$ cat src/hdl/asfc_pkg.sv
package asfc_pkg;

    localparam logic [15:0] CRC_POLY    = 16'h8005;
    localparam logic [15:0] SYNC_CRC    = 16'hAC41;
    localparam logic [15:0] SYNC_PLAIN  = 16'hAC40;
    localparam logic [23:0] SIZE_ESCAPE = 24'h00FFFF;
    localparam logic [7:0]  ESCAPE_BYTE = 8'hFF;

    // one classified input item, handed from front to back
    typedef struct packed {
        logic        start;       // item opens a new frame: header first
        logic        sync_crc;    // sync word carries the crc flag
        logic        escape;      // size goes out as escape plus 3 bytes
        logic        has_data;    // item carries a payload byte
        logic        finish;      // item completes the frame
        logic        crc_append;  // crc bytes follow the last payload byte
        logic [23:0] len;
        logic [7:0]  data;
    } t_cmd;

    // byte slots of the sync frame, in emission order
    typedef enum logic [3:0] {
        ST_SYNC_HI,
        ST_SYNC_LO,
        ST_ESC_HI,
        ST_ESC_LO,
        ST_LEN2,
        ST_LEN1,
        ST_LEN0,
        ST_DATA,
        ST_CRC_HI,
        ST_CRC_LO
    } t_step;

    // crc-16, msb first, one byte
    function automatic logic [15:0] crc16_byte(input logic [15:0] crc, input logic [7:0] b);
        logic [15:0] c;
        logic        fb;
        c = crc;
        for (int i = 7; i >= 0; i--) begin
            fb = c[15] ^ b[i];
            c  = {c[14:0], 1'b0};
            if (fb) begin
                c = c ^ CRC_POLY;
            end
        end
        return c;
    endfunction

endpackage

$ cat src/hdl/asfc_front.sv
module asfc_front
    import asfc_pkg::*;
(
    input  logic        i_clk,
    input  logic        i_rst_n,
    input  logic        i_accept,
    input  logic        i_start,
    input  logic [23:0] i_len,
    input  logic [7:0]  i_data,
    input  logic        i_crc_enable,
    output logic        o_push,
    output t_cmd        o_cmd
);

    logic        r_active;
    logic [23:0] r_remaining;
    logic        n_active;
    logic [23:0] n_remaining;
    logic        w_finish;

    always_comb begin
        o_cmd       = '0;
        o_push      = 1'b0;
        w_finish    = 1'b0;
        n_active    = r_active;
        n_remaining = r_remaining;
        if (i_start) begin
            w_finish    = (i_len == 24'd0) || (i_len == 24'd1);
            o_push      = 1'b1;
            n_active    = ~w_finish;
            n_remaining = (i_len == 24'd0) ? 24'd0 : i_len - 24'd1;
        end else if (r_active) begin
            w_finish    = (r_remaining == 24'd1);
            o_push      = 1'b1;
            n_active    = ~w_finish;
            n_remaining = r_remaining - 24'd1;
        end
        o_cmd.start      = i_start;
        o_cmd.sync_crc   = i_crc_enable;
        o_cmd.escape     = (i_len >= SIZE_ESCAPE);
        o_cmd.has_data   = ~i_start || (i_len != 24'd0);
        o_cmd.finish     = w_finish;
        o_cmd.crc_append = w_finish & i_crc_enable;
        o_cmd.len        = i_len;
        o_cmd.data       = i_data;
    end

    always_ff @(posedge i_clk) begin
        if (!i_rst_n) begin
            r_active    <= 1'b0;
            r_remaining <= '0;
        end else if (i_accept) begin
            r_active    <= n_active;
            r_remaining <= n_remaining;
        end
    end

endmodule

$ cat src/hdl/asfc_queue.sv
module asfc_queue
    import asfc_pkg::*;
#(
    parameter int DEPTH = 4
) (
    input  logic i_clk,
    input  logic i_rst_n,
    input  logic i_push,
    input  t_cmd i_cmd,
    input  logic i_pop,
    output t_cmd o_head,
    output logic o_empty,
    output logic o_full
);

    localparam int PW = (DEPTH > 1) ? $clog2(DEPTH) : 1;
    localparam int CW = $clog2(DEPTH + 1);
    localparam logic [PW-1:0] LAST_PTR = PW'(DEPTH - 1);
    localparam logic [CW-1:0] FULL_CNT = CW'(DEPTH);

    t_cmd          r_mem [DEPTH];
    logic [PW-1:0] r_wr_ptr;
    logic [PW-1:0] r_rd_ptr;
    logic [CW-1:0] r_count;

    assign o_head  = r_mem[r_rd_ptr];
    assign o_empty = (r_count == '0);
    assign o_full  = (r_count == FULL_CNT);

    always_ff @(posedge i_clk) begin
        if (i_push) begin
            r_mem[r_wr_ptr] <= i_cmd;
        end
    end

    always_ff @(posedge i_clk) begin
        if (!i_rst_n) begin
            r_wr_ptr <= '0;
            r_rd_ptr <= '0;
            r_count  <= '0;
        end else begin
            if (i_push) begin
                r_wr_ptr <= (r_wr_ptr == LAST_PTR) ? '0 : r_wr_ptr + 1'b1;
            end
            if (i_pop) begin
                r_rd_ptr <= (r_rd_ptr == LAST_PTR) ? '0 : r_rd_ptr + 1'b1;
            end
            if (i_push && !i_pop) begin
                r_count <= r_count + 1'b1;
            end else if (!i_push && i_pop) begin
                r_count <= r_count - 1'b1;
            end
        end
    end

endmodule

$ cat src/hdl/asfc_back.sv
module asfc_back
    import asfc_pkg::*;
(
    input  logic       i_clk,
    input  logic       i_rst_n,
    input  logic       i_empty,
    input  t_cmd       i_head,
    output logic       o_pop,
    output logic       o_valid,
    input  logic       i_ready,
    output logic [7:0] o_byte,
    output logic       o_eof,
    output logic       o_last
);

    t_step       r_step;
    logic        r_mid;
    logic [15:0] r_crc;
    logic        r_out_valid;
    logic [7:0]  r_out_byte;
    logic        r_out_eof;
    logic        r_out_last;

    t_step       w_cur;
    t_step       n_step;
    logic        w_done;
    logic [7:0]  w_byte;
    logic        w_protect;
    logic        w_advance;

    assign w_cur     = r_mid ? r_step : (i_head.start ? ST_SYNC_HI : ST_DATA);
    assign w_advance = ~i_empty && (~r_out_valid || i_ready);
    assign o_pop     = w_advance && w_done;

    // next slot of the current item
    always_comb begin
        n_step = ST_SYNC_HI;
        w_done = 1'b0;
        case (w_cur)
            ST_SYNC_HI: n_step = ST_SYNC_LO;
            ST_SYNC_LO: n_step = i_head.escape ? ST_ESC_HI : ST_LEN1;
            ST_ESC_HI:  n_step = ST_ESC_LO;
            ST_ESC_LO:  n_step = ST_LEN2;
            ST_LEN2:    n_step = ST_LEN1;
            ST_LEN1:    n_step = ST_LEN0;
            ST_LEN0: begin
                if (i_head.has_data) begin
                    n_step = ST_DATA;
                end else if (i_head.crc_append) begin
                    n_step = ST_CRC_HI;
                end else begin
                    w_done = 1'b1;
                end
            end
            ST_DATA: begin
                if (i_head.crc_append) begin
                    n_step = ST_CRC_HI;
                end else begin
                    w_done = 1'b1;
                end
            end
            ST_CRC_HI:  n_step = ST_CRC_LO;
            ST_CRC_LO:  w_done = 1'b1;
            default:    w_done = 1'b1;
        endcase
    end

    // byte of the current slot
    always_comb begin
        w_byte    = 8'h00;
        w_protect = 1'b0;
        case (w_cur)
            ST_SYNC_HI: w_byte = SYNC_CRC[15:8];
            ST_SYNC_LO: w_byte = i_head.sync_crc ? SYNC_CRC[7:0] : SYNC_PLAIN[7:0];
            ST_ESC_HI: begin
                w_byte    = ESCAPE_BYTE;
                w_protect = 1'b1;
            end
            ST_ESC_LO: begin
                w_byte    = ESCAPE_BYTE;
                w_protect = 1'b1;
            end
            ST_LEN2: begin
                w_byte    = i_head.len[23:16];
                w_protect = 1'b1;
            end
            ST_LEN1: begin
                w_byte    = i_head.len[15:8];
                w_protect = 1'b1;
            end
            ST_LEN0: begin
                w_byte    = i_head.len[7:0];
                w_protect = 1'b1;
            end
            ST_DATA: begin
                w_byte    = i_head.data;
                w_protect = 1'b1;
            end
            ST_CRC_HI:  w_byte = r_crc[15:8];
            ST_CRC_LO:  w_byte = r_crc[7:0];
            default:    w_byte = 8'h00;
        endcase
    end

    always_ff @(posedge i_clk) begin
        if (!i_rst_n) begin
            r_step      <= ST_SYNC_HI;
            r_mid       <= 1'b0;
            r_crc       <= '0;
            r_out_valid <= 1'b0;
        end else if (w_advance) begin
            r_step      <= n_step;
            r_mid       <= ~w_done;
            r_out_valid <= 1'b1;
            if (w_cur == ST_SYNC_HI) begin
                r_crc <= '0;
            end else if (w_protect) begin
                r_crc <= crc16_byte(r_crc, w_byte);
            end
        end else if (i_ready) begin
            r_out_valid <= 1'b0;
        end
    end

    always_ff @(posedge i_clk) begin
        if (w_advance) begin
            r_out_byte <= w_byte;
            r_out_eof  <= w_done & i_head.finish;
            r_out_last <= w_done;
        end
    end

    assign o_valid = r_out_valid;
    assign o_byte  = r_out_byte;
    assign o_eof   = r_out_eof;
    assign o_last  = r_out_last;

endmodule

$ cat src/hdl/audio_sync_framer_crc16_top.sv
// sync framer with crc-16: each accepted input beat (frame start with length, or one payload
// byte) is classified by the front end and queued; the back end expands it into output beats,
// one byte per clock while m_axis_tready is high: sync word 0xac41 (crc on) or 0xac40, then
// the frame size as 2 bytes or as 0xffff plus 3 bytes for sizes of 65535 and up, the payload
// bytes, and two crc bytes after the last payload byte when crc is on. the crc (poly 0x8005,
// init 0, msb first) covers the escape bytes, size and payload. a start beat yields 4 to 8
// output beats, a payload beat 1 or 3, so the output port runs at one beat per cycle while
// m_axis_tready is high and the input port takes one beat per cycle as long as the command
// queue (QUEUE_DEPTH entries) has room; input stalls while the queue is full. m_axis_tlast
// marks the final byte of a sync frame, m_axis_tuser the last byte caused by an input beat.
// a start beat abandons an unfinished frame. crc_enable is written through the cfg channel,
// resets to 1, and is to be changed only while the block is idle.
module audio_sync_framer_crc16_top
    import asfc_pkg::*;
#(
    parameter int QUEUE_DEPTH = 4
) (
    input  logic        i_clk,
    input  logic        i_rst_n,
    // input stream
    input  logic        s_axis_tvalid,
    output logic        s_axis_tready,
    input  logic [31:0] s_axis_tdata,   // [23:0] frame_length, [31:24] data_byte
    input  logic        s_axis_tuser,   // [0] frame_start
    // output stream
    output logic        m_axis_tvalid,
    input  logic        m_axis_tready,
    output logic [7:0]  m_axis_tdata,   // [7:0] out_byte
    output logic        m_axis_tlast,   // end_of_frame
    output logic        m_axis_tuser,   // [0] last_of_run
    // configuration write
    input  logic        i_cfg_valid,
    output logic        o_cfg_ready,
    input  logic        i_cfg_data      // crc_enable
);

    logic r_crc_enable;
    logic w_accept;
    logic w_push;
    logic w_pop;
    logic w_empty;
    logic w_full;
    t_cmd w_cmd;
    t_cmd w_head;

    // config register, always ready
    assign o_cfg_ready = 1'b1;

    always_ff @(posedge i_clk) begin
        if (!i_rst_n) begin
            r_crc_enable <= 1'b1;
        end else if (i_cfg_valid) begin
            r_crc_enable <= i_cfg_data;
        end
    end

    // input beat taken whenever the queue has a free entry
    assign s_axis_tready = ~w_full;
    assign w_accept      = s_axis_tvalid & s_axis_tready;

    asfc_front u_front (
        .i_clk        (i_clk),
        .i_rst_n      (i_rst_n),
        .i_accept     (w_accept),
        .i_start      (s_axis_tuser),
        .i_len        (s_axis_tdata[23:0]),
        .i_data       (s_axis_tdata[31:24]),
        .i_crc_enable (r_crc_enable),
        .o_push       (w_push),
        .o_cmd        (w_cmd)
    );

    // beats with no frame open produce no command
    asfc_queue #(
        .DEPTH (QUEUE_DEPTH)
    ) u_queue (
        .i_clk   (i_clk),
        .i_rst_n (i_rst_n),
        .i_push  (w_accept & w_push),
        .i_cmd   (w_cmd),
        .i_pop   (w_pop),
        .o_head  (w_head),
        .o_empty (w_empty),
        .o_full  (w_full)
    );

    asfc_back u_back (
        .i_clk   (i_clk),
        .i_rst_n (i_rst_n),
        .i_empty (w_empty),
        .i_head  (w_head),
        .o_pop   (w_pop),
        .o_valid (m_axis_tvalid),
        .i_ready (m_axis_tready),
        .o_byte  (m_axis_tdata),
        .o_eof   (m_axis_tlast),
        .o_last  (m_axis_tuser)
    );

endmodule

$ cat config.mk
export PLATFORM = sky130hd
export DESIGN_NAME = audio_sync_framer_crc16_top
export DESIGN_NICKNAME = d
export VERILOG_FILES = /design/src/hdl/asfc_pkg.sv /design/src/hdl/asfc_front.sv /design/src/hdl/asfc_queue.sv /design/src/hdl/asfc_back.sv /design/src/hdl/audio_sync_framer_crc16_top.sv
export SDC_FILE = /design/constraint.sdc
export NUM_CORES = 1
export LEC_CHECK = 0
export ABC_AREA = 0
export CORE_MARGIN = 2
export CORE_UTILIZATION = 40
export CTS_CLUSTER_DIAMETER = 30
export DETAILED_ROUTE_END_ITERATION = 16
export DONT_BUFFER_PORTS = 1
export PLACE_DENSITY_LB_ADDON = 0.08
export SYNTH_ARGS = -nofsm -noshare
export SYNTH_HDL_FRONTEND = slang
export SYNTH_SLANG_ARGS = --single-unit
$ cat constraint.sdc
create_clock -name i_clk -period 6.4 [get_ports i_clk]
set_input_delay 0.32 -clock i_clk [delete_from_list [all_inputs] [get_ports i_clk]]
set_output_delay 0.32 -clock i_clk [all_outputs]
set_load 0.03 [all_outputs]
==> results of run 1 <==
==> per-stage QoR <==
stage                     hold slack (ns)  instances
after floorplan                     0.419        826
after global placement              0.408       1121
after detailed placement            0.414       1121
after CTS                          0.0228       1244
after global routing               0.0422       1244
final                              0.0387       1244
==> worst paths after layout <==
kind	from	to	slack (ns)	cells past startpoint
worst max-delay path	flip-flop	u_back.r_crc[0]	2.24	9
worst min register to register	u_back.r_crc[4]	u_back.r_crc[4]	0.48	2
worst max register to register	flip-flop	u_back.r_crc[0]	2.24	9
worst min-delay path	s_axis_tuser	u_front.r_remaining[11]	0.04	2
==> flip-flops by register name, summed over array words and instances, names as in the netlist, 2 cells and up, named ones only <==
register / count
u_back.o_byte: 8
u_queue.r_count: 3
u_queue.r_mem: 152
u_front.r_remaining: 24
u_back.r_step: 4
u_queue.r_rd_ptr: 2
u_back.r_crc: 16
u_queue.r_wr_ptr: 2
==> power groups by stage <==
stage	clock network, mW	logic, mW	registers (mW)
finish	2.34	1.19	1.99
global route	2.46	1.31	2.02
CTS	2.38	1.20	1.99
detailed placement	0	1.16	2.02
global placement	0	1.13	2.01
floorplan	0	0.986	1.89
==> cells in the mapped netlist (7+ instances only) <==
cell type,n
a21boi_0,18
a21oi_1,19
a22oi_1,27
a31oi_1,9
and2_1,12
and3_1,7
clkbuf_1,32
dfxtp_1,57
edfxtp_1,162
ha_1,12
inv_1,18
mux2i_1,23
mux4_2,29
nand2_1,38
nand2b_1,9
nand3_1,15
nor2_1,50
nor2b_1,37
nor3_1,26
nor4_1,10
o211a_1,8
o21ai_0,49
o32ai_1,7
or2_2,8
or3_1,13
or4_1,8
xnor2_1,22
xor2_1,13
==> cell type report <==
type	instances	area (sq um)	area share, %
clock inverters	25	272	2.16
flip-flops and latches	219	6010	47.8
inverters	19	71.3	0.568
repair buffers	44	430	3.43
multi-input cells	545	4070	32.4
clock buffers	62	1290	10.3
well taps	330	413	3.29
==> cells by family (layout without fill, tap and decap cells) <==
| family | count (synthesis) | count (layout) | synth area share [%] |
|---|---|---|---|
| multiplexers | 56 | 56 | 8.97 |
| other | 1 | 1 | 0.0362 |
| buffers and inverters | 62 | 150 | 2.71 |
| adder cells (fa/ha/maj) | 13 | 13 | 1.64 |
| AO/OA/AOI/OAI | 183 | 183 | 12.2 |
| AND/OR/NAND/NOR | 257 | 257 | 13.5 |
| XOR/XNOR | 35 | 35 | 2.96 |
| flip-flops | 219 | 219 | 58.0 |
==> metal layers <==
| metal | wire [um] | vias to the layer above | global-route usage, % |
|---|---|---|---|
| li1 | - | 3322 | - |
| met1 | 11600 | 3471 | 25.7 |
| met2 | 12500 | 203 | 33.1 |
| met3 | 1470 | 50 | 4.19 |
| met4 | 657 | 0 | 7.23 |
| met5 | 0 | - | 0 |
==> critical path, delay by kind of cell (launching register included) <==
family / cells / cell delay (ns)
flops: 1 / 0.95
mux: 1 / 0.62
compound gates: 5 / 1.28
simple gates: 3 / 1.12
==> what timing repair did <==
action                                 CTS  global route
endpoints found under the hold margin  191             0
resized for setup                        0             0
hold buffers                            36             0
==> cells in the final DEF (no fill, tap or decap), types with 12 or more instances in the layout <==
cell type | netlist | routed
a21boi_0 | 18 | 18
a21oi_1 | 19 | 19
a22oi_1 | 27 | 27
clkbuf_16 | 0 | 48
dfxtp_1 | 57 | 56
dlygate4sd3_1 | 0 | 35
edfxtp_1 | 162 | 162
ha_1 | 12 | 12
inv_1 | 18 | 18
mux2i_1 | 23 | 23
mux4_2 | 29 | 29
nand2_1 | 38 | 38
nand3_1 | 15 | 15
nor2_1 | 50 | 50
nor2b_1 | 37 | 37
nor3_1 | 26 | 26
o21ai_0 | 49 | 49
or3_1 | 13 | 13
xnor2_1 | 22 | 22
xor2_1 | 13 | 13
==> flow_metrics.env, run 1 <==
export IMPL_placed_cell_area_sq_um=10600
export IMPL_outcome="finished clean"
export IMPL_cts_sinks=219
export IMPL_syn_inst=826
export IMPL_synth_fp_nets=878
export IMPL_ys_flop_type="edfxtp_1"
export IMPL_yosys_area_top_type="edfxtp_1"
export IMPL_rows=58
export IMPL_drive_gt1_share_pct=14.8
export IMPL_nets=928
export IMPL_ant_nets=0
export IMPL_syn_to_final_growth_pct=21.3
export IMPL_ys_seq_area_share_pct=58.0
export IMPL_num_vias=7046
export IMPL_ys_warn_count=0
export IMPL_fmax_mhz=241
export IMPL_crit_chain="mux4_2, a22o_1, a41o_1, or4_4, a211o_1, o211a_2, or4_4, a32oi_1, nor2b_1"
export IMPL_synth_edf_count=162
export IMPL_antenna_found_initial=0
export IMPL_max_slew_margin_pct=16.5
export IMPL_die_area_sq_um=27200
export IMPL_p_int_mw=3.85
export IMPL_vias_per_cell=5.66
export IMPL_skew_ns=0.0173
export IMPL_start_util_pct=40.9
export IMPL_drt_initial_drc_count=559
export IMPL_drcViolationCount=0
export IMPL_cts_tree="done"
export IMPL_tns_ns=0
export IMPL_fin_ws_ns=2.24
export IMPL_fin_area_sq_um=12600
export IMPL_grt_pass1_wl_um=40900
export IMPL_crit_type="reg -> reg"
export IMPL_num_antenna_cells=0
export IMPL_critPathLaunchType="flip-flop"
export IMPL_pwr_share_seq_pct=36.1
export IMPL_pwr_share_comb_pct=21.5
export IMPL_synthTopCellsByArea="edfxtp_1 47%, dfxtp_1 11%, mux4_2 6.3%"
export IMPL_rsz0062_at_grt="no"
export IMPL_cts_setup_buffers=0
export IMPL_slew_violations=0
export IMPL_hold_violations=0
export IMPL_fin_util_pct=49.6
export IMPL_dp_worst_setup_slack_ns=2.21
export IMPL_vdd_ir_drop_max_v=0.000231
export IMPL_grt_total_usage_pct=19.9
export IMPL_overflow=0
export IMPL_drt_total_wl_um=26200
export IMPL_grt_pass1_vias=7268
export IMPL_hp_class="in -> reg"
export IMPL_p_sw_share_pct=30.3
export IMPL_grt_max_degree=57
export IMPL_leakage_nw=4.28
export IMPL_numCtsBuffers=47
export IMPL_die_w_um=165
export IMPL_crit_required_ns=6.80
export IMPL_worstMarginPinSlew_ns=1.25
export IMPL_drtPass1Iterations=5
export IMPL_power_frac_clock_pct=42.4
export IMPL_finalSetupViolations=0
export IMPL_cpPeakStageDelay_ns=0.95
export IMPL_dpl_hpwl_um=16900
export IMPL_postSynthAreaPerCell_sq_um=12.5
export IMPL_core_area_sq_um=25300
export IMPL_port_buffers=0
export IMPL_power_mw=5.52
export IMPL_crit_top_cell="or4_4"
export IMPL_synthArstFlopShare_pct=0
export IMPL_endpoint_kind="flip-flop"
export IMPL_critPathMaxFanout=49
export IMPL_root_buffer="clkbuf_16"
export IMPL_netlist_area_sq_um=10400
export IMPL_fin_crit_sh_pct=65.0
export IMPL_yosysTopAreaCellShare_pct=47.0
export IMPL_routabilityCongestion=0.819
export IMPL_p_per_area_nw_per_um2=439
export IMPL_crit_path_top_delay_cell="dfxtp_4"
export IMPL_p_sw_mw=1.67
export IMPL_wire_per_inst_um=21.1
export IMPL_die_h_um=165
export IMPL_cp_arrival_ns=4.56
export IMPL_io_pins=52
export IMPL_path_clk_slew_ns=0.05
export IMPL_htreeDepth=2
export IMPL_fill_cells=2185
export IMPL_synth_cell_types=70
export IMPL_timing_final_crit_period_ns=4.16
export IMPL_clk_latency_ns=0.53
export IMPL_ys_seq_elements=219
export IMPL_clock_path_buffers=3
export IMPL_maxCapViolCount=0
(Power assumes the default switching activity.)
==> inputs of run 2 (changes only) <==
--- a/config.mk
+++ b/config.mk
@@ -5,7 +5,7 @@
 export SDC_FILE = /design/constraint.sdc
 export NUM_CORES = 1
 export LEC_CHECK = 0
-export ABC_AREA = 0
+export ABC_AREA = 1
 export CORE_MARGIN = 2
 export CORE_UTILIZATION = 40
 export CTS_CLUSTER_DIAMETER = 30
==> constraint.sdc (replaced) <==
create_clock -name i_clk -period 3.5 [get_ports i_clk]
set_input_delay 0.175 -clock i_clk [delete_from_list [all_inputs] [get_ports i_clk]]
set_output_delay 0.175 -clock i_clk [all_outputs]
set_load 0.03 [all_outputs]
==> flow_metrics.env, run 2 <==
export IMPL_outcome="finished clean"
export IMPL_crit_required_ns=3.96
export IMPL_reg_largest_list="u_queue.r_mem x152, u_front.r_remaining x24, u_back.r_crc x16"
export IMPL_rows=59
export IMPL_crit_type="reg -> reg"
export IMPL_p_int_mw=7.37
export IMPL_finalSetupViolations=0
export IMPL_path_clk_slew_ns=0.05
export IMPL_htreeDepth=2
export IMPL_rsz0062_at_grt="no"
export IMPL_timing_final_crit_period_ns=3.13
export IMPL_cts_tree="done"
export IMPL_slew_violations=0
export IMPL_ys_flop_type="edfxtp_1"
export IMPL_core_area_sq_um=25900
export IMPL_yosysTopAreaCellShare_pct=46.4
export IMPL_p_sw_mw=4.17
export IMPL_max_slew_margin_pct=29.4
export IMPL_overflow=0
export IMPL_vias_per_cell=5.20
export IMPL_largest_register_ffs=152
export IMPL_ant_nets=0
export IMPL_synth_edf_count=162
export IMPL_num_vias=8093
export IMPL_cts_setup_buffers=0
export IMPL_hold_violations=0
export IMPL_p_per_area_nw_per_um2=883
export IMPL_grt_total_usage_pct=21.2
export IMPL_fmax_mhz=319
export IMPL_ys_seq_elements=219
export IMPL_drt_met1_wl_um=13500
export IMPL_endpoint_kind="flip-flop"
export IMPL_fin_ws_ns=0.369
export IMPL_drtPass1Iterations=5
export IMPL_routabilityCongestion=0.835
export IMPL_p_sw_share_pct=36.2
export IMPL_die_h_um=166
export IMPL_yosys_area_top_type="edfxtp_1"
export IMPL_syn_inst=1110
export IMPL_drt_initial_drc_count=572
export IMPL_maxCapViolCount=0
export IMPL_clk_latency_ns=0.55
export IMPL_synth_common_cells="175 x nor2_1, 162 x edfxtp_1, 139 x nand2_1"
export IMPL_antenna_found_initial=0
export IMPL_hp_class="in -> reg"
export IMPL_synth_most_common_cell="nor2_1"
export IMPL_leakage_nw=4.96
export IMPL_start_util_pct=40.5
export IMPL_layout_commonest_cell="nor2_1"
export IMPL_ys_warn_count=0
export IMPL_cts_sinks=219
export IMPL_power_frac_clock_pct=41.2
export IMPL_grt_pass1_wl_um=46000
export IMPL_root_buffer="clkbuf_16"
export IMPL_fin_crit_sh_pct=89.5
export IMPL_drt_total_wl_um=29200
export IMPL_critPathLaunchType="flip-flop"
export IMPL_pwr_share_comb_pct=29.1
export IMPL_die_area_sq_um=27500
export IMPL_die_w_um=166
export IMPL_grt_max_degree=76
export IMPL_ys_seq_area_share_pct=57.2
export IMPL_nets=1229
export IMPL_io_pins=52
export IMPL_instances_no_fill=1556
export IMPL_synth_fp_nets=1162
export IMPL_drcViolationCount=0
export IMPL_netlist_area_sq_um=10500
export IMPL_syn_to_final_growth_pct=24.7
export IMPL_numCtsBuffers=53
export IMPL_skew_ns=0.0126
export IMPL_port_buffers=0
export IMPL_wire_per_inst_um=18.8
export IMPL_synthArstFlopShare_pct=0
export IMPL_clock_path_buffers=3
export IMPL_final_cell_mix="169 x nor2_1, 162 x edfxtp_1, 139 x nand2_1"
export IMPL_synth_cell_types=54
export IMPL_dp_worst_setup_slack_ns=0.285
export IMPL_vdd_ir_drop_max_v=0.000676
export IMPL_top_register="u_queue.r_mem"
export IMPL_place_inst=1419
export IMPL_fill_cells=2361
export IMPL_wl_met2_um=13600
export IMPL_worstMarginPinSlew_ns=1.06
export IMPL_drive_gt1_share_pct=13.0
export IMPL_grt_pass1_vias=7954
export IMPL_synthTopCellsByArea="edfxtp_1 46%, dfxtp_1 11%, nor2_1 6.3%"
export IMPL_dpl_hpwl_um=18400
export IMPL_postSynthAreaPerCell_sq_um=9.46
export IMPL_routed_wl_met3_um=1450
export IMPL_top_layer="met4"
export IMPL_pwr_share_seq_pct=29.7
export IMPL_cp_arrival_ns=3.59
export IMPL_critPathMaxFanout=10
## run 2: cell count changes after synthesis, sizes merged, moves of 11 or more
| cell | change |
|---|---|
| nand4 | +12 |
| and2 | -11 |
| mux2i | -23 |
| a21boi | -19 |
| nand2 | +116 |
| a22oi | -26 |
| nand3 | +31 |
| nor2 | +130 |
| o21ai | +72 |
| o22ai | +22 |
| nor2b | -37 |
| a21oi | +64 |
| mux4 | -29 |
| inv | +91 |
## run 2: layer usage
layer  vias to the layer above  GRT usage (%)
met2                       195           34.9
met1                      3808           28.7
met4                         0           6.05
met3                        55           4.15
li1                       4035              -
met5                         -              0
## run 2: final cells by class
| type | count | area, sq um | share of cell area [%] |
|---|---|---|---|
| Sequential cell | 219 | 6010 | 45.9 |
| Clock inverter | 38 | 400 | 3.06 |
| Antenna cell | 1 | 2.50 | 0.0191 |
| Inverter | 110 | 415 | 3.18 |
| Clock buffer | 60 | 1370 | 10.5 |
| Tap cell | 335 | 419 | 3.20 |
| Multi-Input combinational cell | 739 | 3910 | 29.9 |
| Timing Repair Buffer | 54 | 557 | 4.26 |
## run 2: worst max-delay path, stage by stage (launching register included)
cell and delay, ns:
dfxtp_2 0.34, inv_2 0.08, nand2_1 0.06, nand3_1 0.07, nand2_2 0.07, nand2_2 0.06
buf_4 0.21, nand4_2 0.23, a21oi_1 0.24, nor2_1 0.08, nand3_2 0.11, xor2_1 0.31
inv_1 0.13, nand3_1 0.13, nand3_2 0.10, nand2_2 0.11, nand2_2 0.07, nand2_1 0.10
nand2_2 0.07, nand2_2 0.11, nand2_1 0.08, nand3_2 0.08, nand3_2 0.06, a21oi_2 0.12
## run 2: final timing paths
check / from / to / slack [ns] / cells past startpoint
worst min-delay path: s_axis_tdata[23] / u_queue.r_mem[0][34] / 0.02 / 2
worst max register to register: flip-flop / u_back.r_crc[15] / 0.37 / 23
worst max-delay path: flip-flop / u_back.r_crc[15] / 0.37 / 23
worst min register to register: u_back.r_crc[10] / u_back.r_crc[10] / 0.46 / 2
## run 2: kinds of logic (layout without fill, tap and decap cells)
kind of cell	count (synthesis)	in the layout	synth area share [%]
AO/OA/AOI/OAI	271	271	14.5
XOR/XNOR	29	29	2.42
adder cells (fa/ha/maj)	13	13	1.62
buffers and inverters	152	262	5.94
flip-flops	219	219	57.2
other	1	2	0.0357
AND/OR/NAND/NOR	425	425	18.2
## run 2: stage by stage
stage / power (mW) / setup TNS [ns] / area, sq um / hold slack, ns / utilization [%]
floorplan: 5.94 / -0.586 / 10500 / 0.274 / -
global placement: 6.77 / 0 / 10900 / 0.274 / 42.1
detailed placement: 6.76 / 0 / 10900 / 0.274 / 42.1
CTS: 11.6 / 0 / 13100 / 0.00481 / 50.4
global route: 12.2 / 0 / 13100 / 0.0451 / 50.5
finish: 11.5 / 0 / 13100 / 0.0206 / 50.5
## run 2: power by group through the flow
stage / logic, mW / registers [mW] / clock network, mW
after CTS: 3.38 / 3.43 / 4.83
after detailed placement: 3.29 / 3.47 / 0
after floorplan: 2.50 / 3.43 / 0
final: 3.36 / 3.43 / 4.76
after global placement: 3.30 / 3.47 / 0
after global routing: 3.80 / 3.46 / 4.95
## run 2: timing repair
action / CTS / global route
hold buffers: 38 / 0
setup endpoints to repair: 0 / 3
resized for setup: 0 / 3
hold endpoints to repair: 171 / 0
==> inputs of run 3 (changes only) <==
--- a/config.mk
+++ b/config.mk
@@ -7,7 +7,7 @@
 export LEC_CHECK = 0
 export ABC_AREA = 1
 export CORE_MARGIN = 2
-export CORE_UTILIZATION = 40
+export CORE_UTILIZATION = 25
 export CTS_CLUSTER_DIAMETER = 30
 export DETAILED_ROUTE_END_ITERATION = 16
 export DONT_BUFFER_PORTS = 1
==> flow_metrics.env, run 3 (same netlist as run 2, synthesis figures left out) <==
export IMPL_grtUsageMet3_pct=5.08
export IMPL_grt_pass1_vias=8564
export IMPL_use_met1_pct=21.4
export IMPL_core_area_sq_um=41700
export IMPL_overflow=0
export IMPL_path_clk_slew_ns=0.04
export IMPL_vias_per_cell=4.58
export IMPL_place_inst=1637
export IMPL_p_sw_share_pct=34.2
export IMPL_num_vias=8305
export IMPL_crit_type="reg -> reg"
export IMPL_fmax_mhz=316
export IMPL_instances_no_fill=1813
export IMPL_grt_pass1_wl_um=54100
export IMPL_clk_latency_ns=0.59
export IMPL_crit_required_ns=3.96
export IMPL_worstMarginPinSlew_ns=1.13
export IMPL_critPathLaunchType="flip-flop"
export IMPL_maxCapViolCount=0
export IMPL_fill_cells=4295
export IMPL_outcome="finished clean"
export IMPL_timing_final_crit_period_ns=3.16
export IMPL_endpoint_kind="flip-flop"
export IMPL_max_slew_margin_pct=24.6
export IMPL_whs_ns=0.0373
export IMPL_routabilityCongestion=0.791
export IMPL_layout_commonest_cell="nor2_1"
export IMPL_htreeDepth=3
export IMPL_nets=1263
export IMPL_final_cell_mix="168 x nor2_1, 162 x edfxtp_1, 139 x nand2_1"
export IMPL_largest_register_ffs=152
export IMPL_dpl_hpwl_um=22400
export IMPL_hold_violations=0
export IMPL_port_buffers=0
export IMPL_fin_area_sq_um=14200
export IMPL_drive_gt1_share_pct=15.5
export IMPL_root_buffer="clkbuf_16"
export IMPL_leakage_nw=5.41
export IMPL_drt_initial_drc_count=441
export IMPL_drcViolationCount=0
export IMPL_placed_cell_area_sq_um=11300
export IMPL_io_pins=52
export IMPL_grt_max_degree=39
export IMPL_skew_ns=0.0342
export IMPL_rows=75
export IMPL_critPathMaxFanout=23
export IMPL_p_per_area_nw_per_um2=958
export IMPL_slew_violations=0
export IMPL_drtPass1Iterations=4
export IMPL_cts_tree="done"
export IMPL_p_sw_mw=4.65
export IMPL_p_int_mw=8.95
export IMPL_finalSetupViolations=0
export IMPL_vdd_ir_drop_max_v=0.000344
export IMPL_clock_path_buffers=3
export IMPL_wire_per_inst_um=19.7
export IMPL_cp_arrival_ns=3.63
export IMPL_pwr_share_comb_pct=26.7
export IMPL_top_register="u_queue.r_mem"
export IMPL_start_util_pct=25.2
export IMPL_power_frac_clock_pct=47.9
export IMPL_pwr_share_seq_pct=25.4
export IMPL_fin_util_pct=34.1
export IMPL_ant_nets=0
export IMPL_antenna_found_initial=2
export IMPL_die_h_um=209
export IMPL_drt_total_wl_um=35600
export IMPL_cts_sinks=219
export IMPL_grt_total_usage_pct=16.7
export IMPL_use_met2_pct=26.6
export IMPL_reg_largest_list="u_queue.r_mem x152, u_front.r_remaining x24, u_back.r_crc x16"
export IMPL_die_w_um=209
export IMPL_grt_busiest_layer="met2"
export IMPL_numCtsBuffers=71
export IMPL_hp_class="in -> reg"
export IMPL_rsz0062_at_grt="no"
export IMPL_fin_crit_sh_pct=90.4
export IMPL_die_area_sq_um=43600
export IMPL_syn_to_final_growth_pct=35.4
[run 3: cell count changes in the layout (fill, tap and decap cells not counted), sizes merged]
cell      before  now
clkbuf        61   88
clkinv        21   28
bufinv         5   12
buf           15   31
clkinvlp      11    2
diode          1    6
[run 3: what timing repair did]
| item | 4_1_cts | 5_1_grt |
|---|---|---|
| hold endpoints to repair | 175 | 0 |
| endpoints found under the setup margin | 0 | 3 |
| hold buffers | 38 | 0 |
| setup buffers | 0 | 1 |
| resized for setup | 0 | 14 |
[run 3: routing by layer]
layer / routed length [um] / up-vias
li1: - / 4103
met1: 16600 / 3982
met2: 16500 / 151
met3: 1710 / 69
met4: 895 / 0
met5: 0 / -
[run 3: final cells by class]
type | instances | area [sq um] | share of cell area (%)
Antenna cell | 6 | 15.0 | 0.106
Clock buffer | 87 | 1870 | 13.1
Clock inverter | 43 | 609 | 4.29
Inverter | 110 | 418 | 2.94
Multi-Input combinational cell | 739 | 3930 | 27.7
Sequential cell | 219 | 6010 | 42.3
Tap cell | 539 | 674 | 4.75
Timing Repair Buffer | 70 | 683 | 4.81
[run 3: path summary, 6_finish.rpt]
check	start	to	slack, ns	cells past startpoint
worst max register to register	flip-flop	u_back.r_crc[15]	0.34	26
worst min register to register	u_back.r_crc[10]	u_back.r_crc[10]	0.47	2
worst max-delay path	flip-flop	u_back.r_crc[15]	0.34	26
worst min-delay path	s_axis_tdata[7]	u_front.r_remaining[15]	0.04	6
[run 3: stage by stage]
step	power (mW)	setup WS [ns]	setup TNS, ns
final	13.6	0.335	0
after detailed placement	7.02	0.218	0
after global placement	7.06	0.231	0
after floorplan	5.94	-0.00385	-0.586
after CTS	13.7	0.161	0
after global routing	14.4	0.0167	0
[run 3: worst max-delay path, stage by stage (launching register included)]
cell     delay, ns
dfxtp_4       0.37
buf_4         0.22
nor2_1        0.14
nor2_1        0.05
o21ai_1       0.13
nand2_1       0.18
inv_1         0.08
nor2_1        0.04
nor2_1        0.17
nand3_2       0.11
nand2_1       0.08
nand2_2       0.09
nand2_1       0.10
nand2_1       0.09
nand2_2       0.09
nand2_2       0.08
nand2_1       0.11
nand3_2       0.09
nand2_2       0.11
nand2_2       0.07
nand2_1       0.09
nand2_2       0.07
nand2_2       0.10
nand2_1       0.08
nand3_2       0.07
nand3_2       0.06
a21oi_2       0.12
[run 3: power by group through the flow]
stage	Sequential, mW	Combinational (mW)	Clock (mW)
after floorplan	3.43	2.50	0
after global placement	3.50	3.56	0
after detailed placement	3.50	3.52	0
after CTS	3.46	3.62	6.64
after global routing	3.49	4.09	6.80
final	3.46	3.63	6.52
